$ cat src/rtl/core/fan_pulse_safety_envelope_macros.svh
// ----------------------------------------------------------------------------
// fan_pulse_safety_envelope_macros
// Assertion macros used by the fan pulse safety envelope back end.
// ----------------------------------------------------------------------------
`ifndef FAN_PULSE_SAFETY_ENVELOPE_MACROS_SVH
`define FAN_PULSE_SAFETY_ENVELOPE_MACROS_SVH

`ifndef SYNTHESIS

`define FPSE_ASSERT_IMP(label, clk, rst, ante, cons) \
  label: assert property (@(posedge clk) disable iff (rst) (ante) |-> (cons)) \
    else $error("fpse: implication check failed");

`define FPSE_ASSERT_NXT(label, clk, rst, ante, cons) \
  label: assert property (@(posedge clk) disable iff (rst) (ante) |=> (cons)) \
    else $error("fpse: next-cycle check failed");

`else

`define FPSE_ASSERT_IMP(label, clk, rst, ante, cons)

`define FPSE_ASSERT_NXT(label, clk, rst, ante, cons)

`endif

`endif

$ cat src/rtl/core/fpse_pkg.sv
// ----------------------------------------------------------------------------
// fpse_pkg
// Types, codes and constants of the fan pulse safety envelope.
// ----------------------------------------------------------------------------
`default_nettype none

package fpse_pkg;

  localparam int RPM_LIMIT   = 30000;
  localparam int COUNT_BITS  = 32;
  localparam int MIN_RPM     = 100;
  localparam int DUTY_MIN    = 20;
  localparam int DUTY_MAX    = 100;
  localparam int STALL_MARGIN = 10;
  localparam int PULSE_MIN   = 20;
  localparam int PULSE_MAX   = 2000;
  localparam int PULSE_RESET = 240;
  localparam int AMP_RESET   = 100;
  localparam int HZ_DIV      = 60 * 3;

  localparam int RPM_W      = $clog2(RPM_LIMIT + 1);
  localparam int SCALED_W   = $clog2(RPM_LIMIT * 100 + 1);
  localparam int DIV_CNT_W  = $clog2(SCALED_W + 1);
  localparam int DUTY_W     = 7;
  localparam int PULSE_W    = 11;
  localparam int HZ_W       = $clog2(RPM_LIMIT / HZ_DIV + 1);
  localparam int HZ_SHIFT   = 24;
  localparam int HZ_MUL     = ((1 << HZ_SHIFT) + HZ_DIV - 1) / HZ_DIV;
  localparam int HZ_MUL_W   = $clog2(HZ_MUL + 1);
  localparam int HZ_PROD_W  = RPM_W + HZ_MUL_W;

  localparam int QUEUE_DEPTH = 2;
  localparam int QUEUE_AW    = $clog2(QUEUE_DEPTH);
  localparam int QUEUE_CW    = $clog2(QUEUE_DEPTH + 1);

  typedef enum logic [2:0] {
    OP_ENABLE    = 3'd0,
    OP_DISABLE   = 3'd1,
    OP_CALIBRATE = 3'd2,
    OP_RPM       = 3'd3,
    OP_RUN       = 3'd4,
    OP_PULSE     = 3'd5
  } op_code_t;

  typedef enum logic [1:0] {
    ST_OK      = 2'd0,
    ST_INVALID = 2'd1,
    ST_REFUSED = 2'd2
  } status_t;

  typedef enum logic [2:0] {
    CMD_ENABLE,
    CMD_DISABLE,
    CMD_ENVELOPE,
    CMD_RUN,
    CMD_REFUSED,
    CMD_PULSE,
    CMD_INVALID
  } cmd_kind_t;

  typedef enum logic [2:0] {
    BK_IDLE,
    BK_SLOPE_GO,
    BK_SLOPE_WAIT,
    BK_FLOOR_GO,
    BK_FLOOR_WAIT,
    BK_EMIT
  } back_state_t;

  typedef struct packed {
    logic [2:0]         op;
    logic signed [31:0] value;
  } cmd_word_t;

  typedef struct packed {
    status_t     status;
    logic        calibrated;
    logic        enabled;
    logic [10:0] pulse_rate_hz;
    logic [6:0]  amplitude_level;
    logic [6:0]  min_duty_level;
    logic [7:0]  pulse_ceiling_hz;
    logic [6:0]  amplitude_ceiling;
    logic [21:0] rpm_slope;
    logic [31:0] run_total;
  } rsp_word_t;

  typedef struct packed {
    cmd_kind_t          kind;
    logic [RPM_W-1:0]   mx;
    logic [RPM_W-1:0]   meas;
    logic [PULSE_W-1:0] pulse;
  } q_item_t;

  typedef struct packed {
    logic    push;
    q_item_t item;
  } q_push_t;

  typedef struct packed {
    logic    avail;
    q_item_t item;
  } q_head_t;

endpackage

`default_nettype wire

$ cat src/rtl/core/fpse_div.sv
// ----------------------------------------------------------------------------
// fpse_div
// Restoring divider, one quotient bit per cycle, shared by both envelope
// divisions.
// ----------------------------------------------------------------------------
`default_nettype none

module fpse_div (
  input  wire logic                         clk,
  input  wire logic                         rst,
  input  wire logic                         start,
  input  wire logic [fpse_pkg::SCALED_W-1:0] dividend,
  input  wire logic [fpse_pkg::SCALED_W-1:0] divisor,
  output logic                              done,
  output logic [fpse_pkg::SCALED_W-1:0]     quotient
);
  import fpse_pkg::*;

  logic                 busy;
  logic [DIV_CNT_W-1:0] cnt;
  logic [SCALED_W:0]    rem;
  logic [SCALED_W-1:0]  quo;
  logic [SCALED_W-1:0]  dvs;
  logic [SCALED_W:0]    shifted;
  logic [SCALED_W:0]    trial;

  assign shifted  = {rem[SCALED_W-1:0], quo[SCALED_W-1]};
  assign trial    = shifted - {1'b0, dvs};
  assign quotient = quo;

  always_ff @(posedge clk) begin
    if (rst) begin
      busy <= 1'b0;
      done <= 1'b0;
      cnt  <= '0;
    end else begin
      done <= 1'b0;
      if (start) begin
        busy <= 1'b1;
        cnt  <= DIV_CNT_W'(SCALED_W);
        rem  <= '0;
        quo  <= dividend;
        dvs  <= divisor;
      end else if (busy) begin
        if (!trial[SCALED_W]) begin
          rem <= trial;
          quo <= {quo[SCALED_W-2:0], 1'b1};
        end else begin
          rem <= shifted;
          quo <= {quo[SCALED_W-2:0], 1'b0};
        end
        cnt <= cnt - 1'b1;
        if (cnt == DIV_CNT_W'(1)) begin
          busy <= 1'b0;
          done <= 1'b1;
        end
      end
    end
  end

endmodule

`default_nettype wire

$ cat src/rtl/core/fpse_queue.sv
// ----------------------------------------------------------------------------
// fpse_queue
// Short FIFO between the command front end and the execution back end.
// ----------------------------------------------------------------------------
`default_nettype none

module fpse_queue (
  input  wire logic              clk,
  input  wire logic              rst,
  input  wire fpse_pkg::q_push_t wr,
  output logic                   full,
  input  wire logic              pop,
  output fpse_pkg::q_head_t      head
);
  import fpse_pkg::*;

  q_item_t             slots [QUEUE_DEPTH];
  logic [QUEUE_AW-1:0] wr_ptr;
  logic [QUEUE_AW-1:0] rd_ptr;
  logic [QUEUE_CW-1:0] count;
  logic                do_push;
  logic                do_pop;

  assign full       = (count == QUEUE_CW'(QUEUE_DEPTH));
  assign head.avail = (count != '0);
  assign head.item  = slots[rd_ptr];
  assign do_push    = wr.push && !full;
  assign do_pop     = pop && head.avail;

  always_ff @(posedge clk) begin
    if (do_push) begin
      slots[wr_ptr] <= wr.item;
    end
  end

  always_ff @(posedge clk) begin
    if (rst) begin
      wr_ptr <= '0;
      rd_ptr <= '0;
      count  <= '0;
    end else begin
      if (do_push) begin
        wr_ptr <= wr_ptr + 1'b1;
      end
      if (do_pop) begin
        rd_ptr <= rd_ptr + 1'b1;
      end
      if (do_push && !do_pop) begin
        count <= count + 1'b1;
      end else if (do_pop && !do_push) begin
        count <= count - 1'b1;
      end
    end
  end

endmodule

`default_nettype wire

$ cat src/rtl/core/fpse_front.sv
// ----------------------------------------------------------------------------
// fpse_front
// Command front end: accepts words, validates arguments and classifies each
// command for the back end. Tracks the calibrated ceiling rpm.
// ----------------------------------------------------------------------------
`default_nettype none

module fpse_front (
  input  wire logic                clk,
  input  wire logic                rst,
  input  wire logic                cmd_valid,
  output logic                     cmd_ready,
  input  wire fpse_pkg::cmd_word_t cmd,
  input  wire logic                q_full,
  output fpse_pkg::q_push_t        wr
);
  import fpse_pkg::*;

  logic [RPM_W-1:0]   ceiling;
  logic [31:0]        raw;
  logic [31:0]        mx_sel;
  logic               env_ok;
  logic [PULSE_W-1:0] pulse_clamped;
  cmd_kind_t          kind;

  assign raw       = cmd.value;
  assign cmd_ready = !q_full;

  always_comb begin
    if (cmd.op == OP_CALIBRATE) begin
      mx_sel = raw;
    end else if (ceiling != '0) begin
      mx_sel = 32'(ceiling);
    end else if (cmd.value > 32'sd100) begin
      mx_sel = raw;
    end else begin
      mx_sel = 32'(MIN_RPM);
    end
    env_ok = (mx_sel >= 32'(MIN_RPM)) && (mx_sel <= 32'(RPM_LIMIT)) &&
             (raw >= 32'd1) && (raw <= mx_sel);
  end

  always_comb begin
    if (cmd.value < 32'(PULSE_MIN)) begin
      pulse_clamped = PULSE_W'(PULSE_MIN);
    end else if (cmd.value > 32'(PULSE_MAX)) begin
      pulse_clamped = PULSE_W'(PULSE_MAX);
    end else begin
      pulse_clamped = cmd.value[PULSE_W-1:0];
    end
  end

  always_comb begin
    unique case (cmd.op)
      OP_ENABLE:    kind = CMD_ENABLE;
      OP_DISABLE:   kind = CMD_DISABLE;
      OP_CALIBRATE: kind = env_ok ? CMD_ENVELOPE : CMD_INVALID;
      OP_RPM:       kind = env_ok ? CMD_ENVELOPE : CMD_INVALID;
      OP_RUN:       kind = (ceiling != '0) ? CMD_RUN : CMD_REFUSED;
      OP_PULSE:     kind = CMD_PULSE;
      default:      kind = CMD_INVALID;
    endcase
  end

  assign wr.push       = cmd_valid && cmd_ready;
  assign wr.item.kind  = kind;
  assign wr.item.mx    = mx_sel[RPM_W-1:0];
  assign wr.item.meas  = raw[RPM_W-1:0];
  assign wr.item.pulse = pulse_clamped;

  always_ff @(posedge clk) begin
    if (rst) begin
      ceiling <= '0;
    end else if (wr.push && kind == CMD_ENVELOPE) begin
      ceiling <= mx_sel[RPM_W-1:0];
    end
  end

endmodule

`default_nettype wire

$ cat src/rtl/core/fpse_back.sv
// ----------------------------------------------------------------------------
// fpse_back
// Execution back end: applies commands to the envelope state, runs the two
// envelope divisions and holds the result register.
// ----------------------------------------------------------------------------
`default_nettype none

`include "fan_pulse_safety_envelope_macros.svh"

module fpse_back (
  input  wire logic              clk,
  input  wire logic              rst,
  input  wire fpse_pkg::q_head_t head,
  output logic                   pop,
  output logic                   rsp_valid,
  input  wire logic              rsp_ready,
  output fpse_pkg::rsp_word_t    rsp
);
  import fpse_pkg::*;

  back_state_t state;
  back_state_t state_next;

  logic                  cal;
  logic                  en;
  logic [SCALED_W-1:0]   slope;
  logic [DUTY_W-1:0]     safe_duty;
  logic [HZ_W-1:0]       hz;
  logic [DUTY_W-1:0]     ampc;
  logic [PULSE_W-1:0]    pulse;
  logic [DUTY_W-1:0]     amp;
  logic [COUNT_BITS-1:0] run_cnt;

  logic                  cal_next;
  logic                  en_next;
  logic [SCALED_W-1:0]   slope_next;
  logic [DUTY_W-1:0]     safe_duty_next;
  logic [HZ_W-1:0]       hz_next;
  logic [DUTY_W-1:0]     ampc_next;
  logic [PULSE_W-1:0]    pulse_next;
  logic [DUTY_W-1:0]     amp_next;
  logic [COUNT_BITS-1:0] run_cnt_next;
  status_t               status_next;
  logic                  rsp_load;

  logic [RPM_W-1:0]      mx_r;
  logic [SCALED_W-1:0]   meas_r;
  logic [SCALED_W-1:0]   scaled;
  logic [SCALED_W-1:0]   s_tmp;
  logic [SCALED_W-1:0]   fl_tmp;

  logic                  rsp_free;
  logic                  div_start;
  logic [SCALED_W-1:0]   div_divisor;
  logic                  div_done;
  logic [SCALED_W-1:0]   div_quo;

  logic [HZ_PROD_W-1:0]  hz_prod;
  logic [HZ_W-1:0]       hz_quo;
  logic [HZ_W-1:0]       hz_calc;
  logic [DUTY_W-1:0]     fl_clamped;
  logic [DUTY_W-1:0]     fl_margin;
  logic [DUTY_W-1:0]     safe_calc;
  logic [DUTY_W-1:0]     ampc_calc;

  assign rsp_free    = !rsp_valid || rsp_ready;
  assign div_start   = (state == BK_SLOPE_GO) || (state == BK_FLOOR_GO);
  assign div_divisor = (state == BK_SLOPE_GO) ? meas_r : s_tmp;

  fpse_div u_div (
    .clk      (clk),
    .rst      (rst),
    .start    (div_start),
    .dividend (scaled),
    .divisor  (div_divisor),
    .done     (div_done),
    .quotient (div_quo)
  );

  assign hz_prod = HZ_PROD_W'(mx_r) * HZ_PROD_W'(HZ_MUL);
  assign hz_quo  = HZ_W'(hz_prod >> HZ_SHIFT);
  assign hz_calc = (hz_quo == '0) ? HZ_W'(1) : hz_quo;

  always_comb begin
    if (fl_tmp < SCALED_W'(DUTY_MIN)) begin
      fl_clamped = DUTY_W'(DUTY_MIN);
    end else if (fl_tmp > SCALED_W'(DUTY_MAX)) begin
      fl_clamped = DUTY_W'(DUTY_MAX);
    end else begin
      fl_clamped = fl_tmp[DUTY_W-1:0];
    end
    fl_margin = fl_clamped + DUTY_W'(STALL_MARGIN);
    safe_calc = (fl_margin > DUTY_W'(DUTY_MAX)) ? DUTY_W'(DUTY_MAX) : fl_margin;
    ampc_calc = (safe_calc == DUTY_W'(DUTY_MAX)) ? DUTY_W'(1)
                                                  : DUTY_W'(DUTY_MAX) - safe_calc;
  end

  always_comb begin
    state_next = state;
    unique case (state)
      BK_IDLE: begin
        if (head.avail && rsp_free && head.item.kind == CMD_ENVELOPE) begin
          state_next = BK_SLOPE_GO;
        end
      end
      BK_SLOPE_GO: begin
        state_next = BK_SLOPE_WAIT;
      end
      BK_SLOPE_WAIT: begin
        if (div_done) begin
          state_next = BK_FLOOR_GO;
        end
      end
      BK_FLOOR_GO: begin
        state_next = BK_FLOOR_WAIT;
      end
      BK_FLOOR_WAIT: begin
        if (div_done) begin
          state_next = BK_EMIT;
        end
      end
      BK_EMIT: begin
        if (rsp_free) begin
          state_next = BK_IDLE;
        end
      end
      default: begin
        state_next = BK_IDLE;
      end
    endcase
  end

  always_comb begin
    pop            = (state == BK_IDLE) && head.avail && rsp_free;
    rsp_load       = 1'b0;
    status_next    = ST_OK;
    cal_next       = cal;
    en_next        = en;
    slope_next     = slope;
    safe_duty_next = safe_duty;
    hz_next        = hz;
    ampc_next      = ampc;
    pulse_next     = pulse;
    amp_next       = amp;
    run_cnt_next   = run_cnt;
    if (pop) begin
      rsp_load = (head.item.kind != CMD_ENVELOPE);
      unique case (head.item.kind)
        CMD_ENABLE:   en_next = 1'b1;
        CMD_DISABLE:  en_next = 1'b0;
        CMD_ENVELOPE: en_next = en;
        CMD_RUN: begin
          if (pulse > PULSE_W'(hz)) begin
            pulse_next = PULSE_W'(hz);
          end
          if (amp > ampc) begin
            amp_next = ampc;
          end
          run_cnt_next = run_cnt + 1'b1;
        end
        CMD_REFUSED:  status_next = ST_REFUSED;
        CMD_PULSE:    pulse_next = head.item.pulse;
        CMD_INVALID:  status_next = ST_INVALID;
        default:      status_next = ST_INVALID;
      endcase
    end else if (state == BK_EMIT && rsp_free) begin
      rsp_load       = 1'b1;
      cal_next       = 1'b1;
      slope_next     = s_tmp;
      safe_duty_next = safe_calc;
      hz_next        = hz_calc;
      ampc_next      = ampc_calc;
    end
  end

  always_ff @(posedge clk) begin
    if (rst) begin
      state     <= BK_IDLE;
      rsp_valid <= 1'b0;
      cal       <= 1'b0;
      en        <= 1'b0;
      slope     <= '0;
      safe_duty <= '0;
      hz        <= '0;
      ampc      <= '0;
      pulse     <= PULSE_W'(PULSE_RESET);
      amp       <= DUTY_W'(AMP_RESET);
      run_cnt   <= '0;
    end else begin
      state     <= state_next;
      cal       <= cal_next;
      en        <= en_next;
      slope     <= slope_next;
      safe_duty <= safe_duty_next;
      hz        <= hz_next;
      ampc      <= ampc_next;
      pulse     <= pulse_next;
      amp       <= amp_next;
      run_cnt   <= run_cnt_next;
      if (rsp_load) begin
        rsp_valid <= 1'b1;
      end else if (rsp_ready) begin
        rsp_valid <= 1'b0;
      end
    end
  end

  always_ff @(posedge clk) begin
    if (pop && head.item.kind == CMD_ENVELOPE) begin
      mx_r   <= head.item.mx;
      meas_r <= SCALED_W'(head.item.meas);
      scaled <= SCALED_W'(head.item.mx) * SCALED_W'(100);
    end
    if (state == BK_SLOPE_WAIT && div_done) begin
      s_tmp <= div_quo;
    end
    if (state == BK_FLOOR_WAIT && div_done) begin
      fl_tmp <= div_quo;
    end
    if (rsp_load) begin
      rsp.status            <= status_next;
      rsp.calibrated        <= cal_next;
      rsp.enabled           <= en_next;
      rsp.pulse_rate_hz     <= 11'(pulse_next);
      rsp.amplitude_level   <= 7'(amp_next);
      rsp.min_duty_level    <= 7'(safe_duty_next);
      rsp.pulse_ceiling_hz  <= 8'(hz_next);
      rsp.amplitude_ceiling <= 7'(ampc_next);
      rsp.rpm_slope         <= 22'(slope_next);
      rsp.run_total         <= 32'(run_cnt_next);
    end
  end

  `FPSE_ASSERT_IMP(a_div_done_in_wait, clk, rst, div_done, (state == BK_SLOPE_WAIT) || (state == BK_FLOOR_WAIT))
  `FPSE_ASSERT_IMP(a_cal_slope_floor, clk, rst, cal, slope >= SCALED_W'(100))
  `FPSE_ASSERT_IMP(a_cal_duty_range, clk, rst, cal, (safe_duty >= DUTY_W'(DUTY_MIN)) && (safe_duty <= DUTY_W'(DUTY_MAX)) && (ampc != '0))
  `FPSE_ASSERT_NXT(a_emit_commits, clk, rst, (state == BK_EMIT) && rsp_free, rsp_valid && cal && (state == BK_IDLE))

endmodule

`default_nettype wire

$ cat src/rtl/core/fan_pulse_safety_envelope.sv
// ----------------------------------------------------------------------------
// fan_pulse_safety_envelope
// Command interpreter and safety envelope for a fan pulse program.
//
//   channel  dir  handshake              payload
//   cmd      in   cmd_valid / cmd_ready  cmd_word_t  (op, value)
//   rsp      out  rsp_valid / rsp_ready  rsp_word_t  (status .. run_total)
//
// Enable, disable, run, pulse and rejected commands are applied in the back
// end as they are popped; an accepted calibrate or rpm command waits on the
// one serial divider, used for the slope and then the floor duty. A 2-word
// queue sits between the front end and the back end, so commands are taken
// while the back end works or the result waits. Reset is synchronous on rst;
// no clearing pass.
// ----------------------------------------------------------------------------
`default_nettype none

module fan_pulse_safety_envelope (
  input  wire logic                clk,
  input  wire logic                rst,
  input  wire logic                cmd_valid,
  output logic                     cmd_ready,
  input  wire fpse_pkg::cmd_word_t cmd,
  output logic                     rsp_valid,
  input  wire logic                rsp_ready,
  output fpse_pkg::rsp_word_t      rsp
);
  import fpse_pkg::*;

  q_push_t q_wr;
  q_head_t q_head;
  logic    q_full;
  logic    q_pop;

  fpse_front u_front (
    .clk       (clk),
    .rst       (rst),
    .cmd_valid (cmd_valid),
    .cmd_ready (cmd_ready),
    .cmd       (cmd),
    .q_full    (q_full),
    .wr        (q_wr)
  );

  fpse_queue u_queue (
    .clk  (clk),
    .rst  (rst),
    .wr   (q_wr),
    .full (q_full),
    .pop  (q_pop),
    .head (q_head)
  );

  fpse_back u_back (
    .clk       (clk),
    .rst       (rst),
    .head      (q_head),
    .pop       (q_pop),
    .rsp_valid (rsp_valid),
    .rsp_ready (rsp_ready),
    .rsp       (rsp)
  );

endmodule

`default_nettype wire

$ cat config.mk
export PLATFORM = sky130hd
export DESIGN_NAME = fan_pulse_safety_envelope
export DESIGN_NICKNAME = d
export VERILOG_FILES = /design/src/rtl/core/fpse_pkg.sv /design/src/rtl/core/fpse_div.sv /design/src/rtl/core/fpse_queue.sv /design/src/rtl/core/fpse_front.sv /design/src/rtl/core/fpse_back.sv /design/src/rtl/core/fan_pulse_safety_envelope.sv
export VERILOG_INCLUDE_DIRS = /design/src /design/src/rtl/core
export SDC_FILE = /design/constraint.sdc
export NUM_CORES = 1
export LEC_CHECK = 0
export ABC_AREA = 1
export BUFFER_PORTS_ARGS = -buffer_cell sky130_fd_sc_hd__clkbuf_2
export CAP_MARGIN = 20
export CELL_PAD_IN_SITES_DETAIL_PLACEMENT = 1
export CELL_PAD_IN_SITES_GLOBAL_PLACEMENT = 1
export CORE_MARGIN = 10
export CORE_UTILIZATION = 43
export CTS_CLUSTER_DIAMETER = 60
export CTS_CLUSTER_SIZE = 30
export DETAILED_ROUTE_END_ITERATION = 10
export MAX_ROUTING_LAYER = met4
export PLACE_DENSITY = 0.75
export SYNTH_ARGS = -nofsm -noshare
export SYNTH_HDL_FRONTEND = slang
export SYNTH_HIERARCHICAL = 1
export SYNTH_SLANG_ARGS = --single-unit
export TNS_END_PERCENT = 30
$ cat constraint.sdc
create_clock -name clk -period 11.6 [get_ports clk]
set_clock_uncertainty 0.1 [all_clocks]
set_input_delay 0 -clock clk [delete_from_list [all_inputs] [get_ports clk]]
set_output_delay 0 -clock clk [all_outputs]
set_load 0.02 [all_outputs]
==> results by group, run 1 <==
Min path
  • Hold Crit Class: in2reg
  • Hold Path End: u_queue/slots[0][24]$_DFFE_PP_
  • Hold Startpoint: cmd[13]
  • Worst hold path depth: 2

Setup path
  • Worst reg2reg path depth: 27
  • Worst endpoint data arrival time: between 6 and 7 ns
  • Crit path required time: 11.85 ns
  • Reg-to-Reg Start: u_back/mx_r[12]$_DFFE_PP_
  • R2r endpoint: u_back/rsp[61]$_DFFE_PP_
  • Reg-to-reg slack, setup: 5.56 ns
  • Setup Crit Path Kind: reg2reg
  • Crit start category: flop
  • Worst-path maximum fanout: 5
  • CP endpoint kind: flop

CTS
  • H-tree depth: 2
  • Cts hold-fix bufs: 24
  • Clock latency on the worst-skew pair: 0.60 ns
  • CTS Buffer Depth: 3
  • CTS root buffer: clkbuf_16
  • PostCTS Resize Cnt: 0
  • Clock sink count: 470
  • Setup bufs post-CTS: 0
  • Clock Pin Slew Worst Setup and Hold Paths: 0.08 ns
  • CTS Buf Count: 43
  • CTS tree: done

Synthesis
  • Count leader, synth: nand2_1
  • Unique masters post-synth: 69
  • Synth Register Bits: 470
  • Post-synth top area cell: edfxtp_1
  • Sequential fraction of the synthesis area: 45.1%
  • Post-synth EDFFs: 343
  • Mean post-synth cell area: 9.29 um2
  • Top_reg_cell synth: edfxtp_1
  • Mapped Cells: 3,065
  • Synth Cell Area: 28,500 um2
  • Async set or reset register ratio after synthesis: 0%
  • Top cells by instance count after synthesis: 674 x nand2_1, 576 x inv_1, 343 x edfxtp_1, 273 x nor2_1, 250 x ha_1
  • Yosys warns: 6
  • Largest cells by area after synthesis: edfxtp_1 36%, ha_1 11%, dfxtp_1 8.9%, nand2_1 8.9%, inv_1 7.6%
  • Top cell type's share of synthesized area: between 30% and 40%

Timing
  • Hold Fails Final Rpt: 0
  • Worst slew pin tran: 1.05 ns
  • Final setup vio count: 0
  • Slew HR: 29.9%
  • Crit path time final: slightly above 6 ns
  • Max Slew Vio Count: 0
  • Setup_tns: 0 ns
  • RSZ-0062 raised after global routing: false
  • Fmax: 0.166 GHz
  • Final worst path period share: a little over half

Floorplan
  • Full die area: 76,900 um2
  • Die width: 277 um
  • Row count: 94
  • DIE HEIGHT: between 200 and 300 um
  • IO Count: about 140
  • Core area: approximately 66,000 um2
  • Starting density of the core: 43.3%

Place
  • IO buf count: 138
  • Placer Congestion: 0.882
  • Post-detail-place hpwl: 61,500 um

GRT
  • Vias in the first global route: approximately 23,000
  • GRT overflow: 0
  • Largest net degree at the start of global routing: 53
  • First-pass GRT wire length: 124,000 um
  • GRT Overall Usage: 20.6%
  • Initial antenna violation count: 8

Routing
  • WL per Instance: 18.9 um
  • First-pass detailed-route iteration total: 5
  • DRT iter0 DRCs: about 1,100
  • DRT Wirelength: 78,000 um
  • Vias/cell: about 5.1
  • Routed Antenna Nets: 0
  • DRC viols: 0
  • Routed vias: 20,919

Layout
  • Layout cells sized above 1: between 10% and 20%
  • Area growth syn-to-layout: 12.0%
  • Nets: between 3,000 and 4,000

Run
  • Max-cap violations: 0

Run status
  • Outcome: complete, no violations
-- how the worst max path moves through the flow --
stage | startpoint | end | cells after the start
after floorplan | flop | u_back/rsp[0]$_DFFE_PP_ | 7
after global placement | u_back/mx_r[12]$_DFFE_PP_ | u_back/rsp[61]$_DFFE_PP_ | 27
after detailed placement | u_back/mx_r[12]$_DFFE_PP_ | u_back/rsp[61]$_DFFE_PP_ | 27
after CTS | u_back/mx_r[12]$_DFFE_PP_ | u_back/rsp[61]$_DFFE_PP_ | 27
after global routing | u_back/mx_r[12]$_DFFE_PP_ | u_back/rsp[61]$_DFFE_PP_ | 26
final | u_back/mx_r[12]$_DFFE_PP_ | u_back/rsp[61]$_DFFE_PP_ | 27
-- final cells by class --
cell class	instances	area (um2)
diodes	1	2.50
clock buffers	45	1100
clock inverters	35	515
fillers	7544	33900
inverters	593	2230
multi-input cells	1939	13000
flip-flops and latches	470	12800
well taps	864	1080
repair buffers	177	1080
-- critical path: stages, from the launching register on --
cell and delay [ns]:
edfxtp_1 0.51, fa_1 0.58, inv_1 0.05, fa_1 0.49
inv_1 0.06, fa_1 0.51, inv_1 0.06, fa_1 0.53
inv_1 0.05, fa_1 0.52, inv_1 0.05, fa_1 0.50
inv_1 0.04, ha_1 0.32, nand2_1 0.10, inv_1 0.06
a21oi_1 0.21, o21ai_0 0.11, a221oi_1 0.33, nand2_1 0.09
nand2_1 0.09, nand2_1 0.07, nand3_1 0.06, nor2_1 0.05
nand3_1 0.08, nand2_1 0.06, nand2_1 0.08, inv_1 0.05
-- layer usage --
layer  global-route usage, %  part of all wire, %  up-vias
met5                       -                    0        -
met4                    5.44                  2.5        0
met3                    2.85                  3.6      115
met2                    35.8                   50      361
met1                    24.8                   44    10289
li1                        -                    -    10154
-- cell families after synthesis --
| group | after synthesis | synth area share, % |
|---|---|---|
| adders and majority gates | 335 | 17.0 |
| xor gates and xnor gates | 48 | 1.53 |
| AOI/OAI and AO/OA | 274 | 5.55 |
| buffers and inverters | 657 | 9.36 |
| DFF | 470 | 45.1 |
| and+or+nand+nor | 1220 | 18.6 |
| other | 1 | 0.0132 |
| muxes | 60 | 2.90 |
-- cells in the final DEF, fill, tap and decap left out, drive strengths merged, types with 4 or more instances in the layout --
cell	instances
a211oi	6
a21oi	129
a22oi	4
a31oi	8
and2	11
buf	16
clkbuf	182
clkinv	10
dfxtp	127
dlygate4sd3	24
edfxtp	343
fa	85
ha	250
inv	613
mux2	60
nand2	701
nand3	92
nand3b	7
nand4	31
nor2	290
nor3	42
nor4	14
o211ai	9
o21a	10
o21ai	87
o21bai	5
or2	28
xnor2	12
xor2	36
-- sequential cells by signal, indices dropped and copies added, names as in the netlist, 22 cells and up, named ones only --
name / flops
u_queue/slots: 88
u_back/run_cnt: 32
u_back/fl_tmp: 22
u_back/rsp: 98
u_back/slope: 22
u_back/u_div/rem: 22
u_back/u_div/dvs: 22
u_back/s_tmp: 22
u_back/u_div/quotient: 22
-- per-stage QoR --
step	instances	setup WS [ns]	util [%]	instance area, um2	hold WS, ns
2_1_floorplan	3066	3.98	-	28500	-0.0306
3_3_place_gp	4016	5.64	45.5	29900	0.157
3_5_place_dp	4017	5.56	45.6	30000	0.160
4_1_cts	4121	5.54	48.4	31800	0.0731
5_1_grt	4124	5.15	48.5	31900	0.109
6_report	4124	5.56	48.5	31900	0.117
Power of run 1 is not shown: default switching activity piles up to over one toggle a cycle in this logic, so the estimate is an artifact.
==> inputs of run 2 (changes only) <==
Clock period 11.6 ns to 6.3 ns, I/O delays scaled along.
==> run 2 against run 1 <==
Compared with the run above:
- final area shrank 0.29%
- fmax grew 2.5%
- final cell count is essentially flat
- core utilization down 0.14 points
- global-route usage decreased by 0.070 points
- sequential cell count stayed put
- count of clock-buffer cells in the layout up 3
- via count about the same
- first-iteration DRC count shrank 10%
- register-to-register slack got worse by 5.2 ns
- die area stayed put
==> results by group, run 2 (same netlist as run 1, synthesis figures left out) <==
Routing
  • Routed vias: 20,937 (+0.086%)
  • DRC viols: 0 (unchanged)
  • Vias/cell: 5.08 (+0.13%)
  • DRT Wirelength: 78,200 um (+0.18%)
  • Routed Antenna Nets: 0 (unchanged)
  • DRT iter0 DRCs: 943 (-10%)
  • First-pass detailed-route iteration total: 4 (-1)
  • WL per Instance: 19.0 um (+0.23%)

Layout
  • Biggest registers after layout: u_back/rsp (98), u_queue/slots (88), u_back/run_cnt (32)
  • Nets: 3,597 (-0.028%)
  • Largest Register: u_back/rsp
  • Diode count: 0 (-1)
  • Commonest cells after routing, fill and taps aside: 673 x nand2_1, 576 x inv_1, 343 x edfxtp_1
  • Most common cell after layout, fill and taps aside: nand2_1
  • Area growth syn-to-layout: 11.6%
  • Layout cells sized above 1: 12.8% (-0.15 points)
  • Largest register FFs: 98 (unchanged)
  • # fillers: 7,587 (+0.57%)

Floorplan
  • DIE HEIGHT: 277 um (unchanged)
  • Starting density of the core: 43.3% (unchanged)
  • Row count: 94 (unchanged)
  • Die width: 277 um (unchanged)
  • IO Count: 139 (unchanged)
  • Core area: 65,700 um2 (unchanged)
  • Full die area: 76,900 um2 (unchanged)

Timing
  • Crit path time final: 5.90 ns (-0.145 ns)
  • Max Slew Vio Count: 0 (unchanged)
  • RSZ-0062 raised after global routing: false
  • Worst slew pin tran: 1.05 ns (+0.00361 ns)
  • Slew HR: 29.7% (-0.24 points)
  • Final worst path period share: 93.6% (+42 points)
  • Setup_tns: 0 ns (unchanged)
  • Hold Fails Final Rpt: 0 (unchanged)
  • Final setup vio count: 0 (unchanged)
  • Fmax: 0.170 GHz (+2.5%)
  • Hold slack final: 0.0761 ns (-0.0405 ns)

Place
  • Placer Congestion: 0.919 (+4.2%)
  • Post-detail-place hpwl: 62,000 um (+0.76%)
  • IO buf count: 138 (unchanged)

Setup path
  • R2r endpoint: u_back/rsp[61]$_DFFE_PP_
  • Worst reg2reg path depth: 26 (-3.7%)
  • Crit start category: flop
  • Reg-to-Reg Start: u_back/mx_r[12]$_DFFE_PP_
  • Worst-path maximum fanout: 5 (unchanged)
  • Critical path origin: u_back/mx_r[12]$_DFFE_PP_
  • Setup crit end: u_back/rsp[61]$_DFFE_PP_
  • Setup Crit Path Kind: reg2reg
  • Crit path required time: 6.69 ns (-5.16 ns)
  • Worst endpoint data arrival time: 6.28 ns (-0.02 ns)
  • Reg-to-reg slack, setup: 0.40 ns (-5.15 ns)
  • CP endpoint kind: flop

CTS
  • H-tree depth: 2 (unchanged)
  • CTS root buffer: clkbuf_16
  • CTS Buffer Depth: 3 (unchanged)
  • CTS tree: done
  • Clock sink count: 470 (unchanged)
  • Clock latency on the worst-skew pair: 0.61 ns (about the same)
  • CTS Buf Count: 43 (unchanged)
  • Clock Pin Slew Worst Setup and Hold Paths: 0.08 ns (about the same)

GRT
  • GRT Overall Usage: 20.6% (-0.070 points)
  • Largest net degree at the start of global routing: 88 (+66%)
  • Initial antenna violation count: 5 (-3)
  • First-pass GRT wire length: 125,000 um (+0.13%)
  • Vias in the first global route: 22,865 (+1.2%)
  • GRT overflow: 0 (unchanged)

Min path
  • Hold Crit Class: in2reg

Run status
  • Outcome: complete, no violations

Run
  • Max-cap violations: 0 (unchanged)
==> run 2: how the worst min path moves through the flow <==
stage	from	endpoint	cells past startpoint
2_1_floorplan	rst	u_back/u_div/cnt[4]$_SDFFE_PP0N_	1
3_3_place_gp	cmd[0]	u_queue/slots[0][11]$_DFFE_PP_	1
3_5_place_dp	cmd[0]	u_queue/slots[0][11]$_DFFE_PP_	1
4_1_cts	cmd[15]	u_queue/slots[0][43]$_DFFE_PP_	5
5_1_grt	cmd[15]	u_queue/slots[0][43]$_DFFE_PP_	5
6_report	cmd[15]	u_queue/slots[0][43]$_DFFE_PP_	5
==> run 2: critical path, stage by stage (launching register included) <==
cell and delay, ns:
edfxtp_1 0.50, fa_1 0.56, inv_1 0.05, fa_1 0.48, inv_1 0.05, fa_1 0.49, inv_1 0.06, fa_1 0.53
inv_1 0.06, fa_1 0.53, inv_1 0.05, fa_1 0.50, inv_1 0.04, ha_1 0.32, a21oi_1 0.14, inv_1 0.08
a31oi_1 0.23, nand2_1 0.08, nand2_1 0.08, nand3_1 0.16, xnor2_1 0.24, nand3_1 0.10, nor2_1 0.10, nand3_1 0.08
nand2_1 0.07, nand2_1 0.06, inv_1 0.06
==> run 2: repair_timing <==
action                                  in CTS  in global routing
endpoints found under the setup margin       0                  2
endpoints found under the hold margin      158                  0
gates resized for setup                      0                  1
hold buffers                                24                  0
setup buffers                                0                  0
==> run 2: per-stage QoR <==
| step | worst slack (ns) | instances | util [%] | area, um2 |
|---|---|---|---|---|
| finish | 0.403 | 4122 | 48.3 | 31800 |
| global route | 0.0189 | 4122 | 48.3 | 31800 |
| CTS | 0.346 | 4120 | 48.3 | 31700 |
| detailed placement | 0.312 | 4016 | 45.6 | 30000 |
| global placement | 0.371 | 4015 | 45.6 | 30000 |
| floorplan | 0.744 | 3066 | - | 28500 |
==> run 2: layout make-up <==
class | count | area [um2] | area share (%)
Multi-Input combinational cell | 1939 | 13000 | 41.0
Sequential cell | 470 | 12800 | 40.4
Inverter | 593 | 2230 | 7.01
Clock buffer | 48 | 1110 | 3.51
Tap cell | 864 | 1080 | 3.40
Timing Repair Buffer | 176 | 1070 | 3.37
Clock inverter | 32 | 419 | 1.32
==> run 2: layer usage <==
| metal | vias to the layer above | global-route usage (%) | routed length, um |
|---|---|---|---|
| met4 | 0 | 5.30 | 1910 |
| met1 | 10352 | 24.7 | 34400 |
| met3 | 102 | 2.27 | 2330 |
| li1 | 10186 | - | - |
| met2 | 297 | 36.2 | 39500 |
| met5 | - | - | 0 |
Power of run 2 is left out for the same reason.
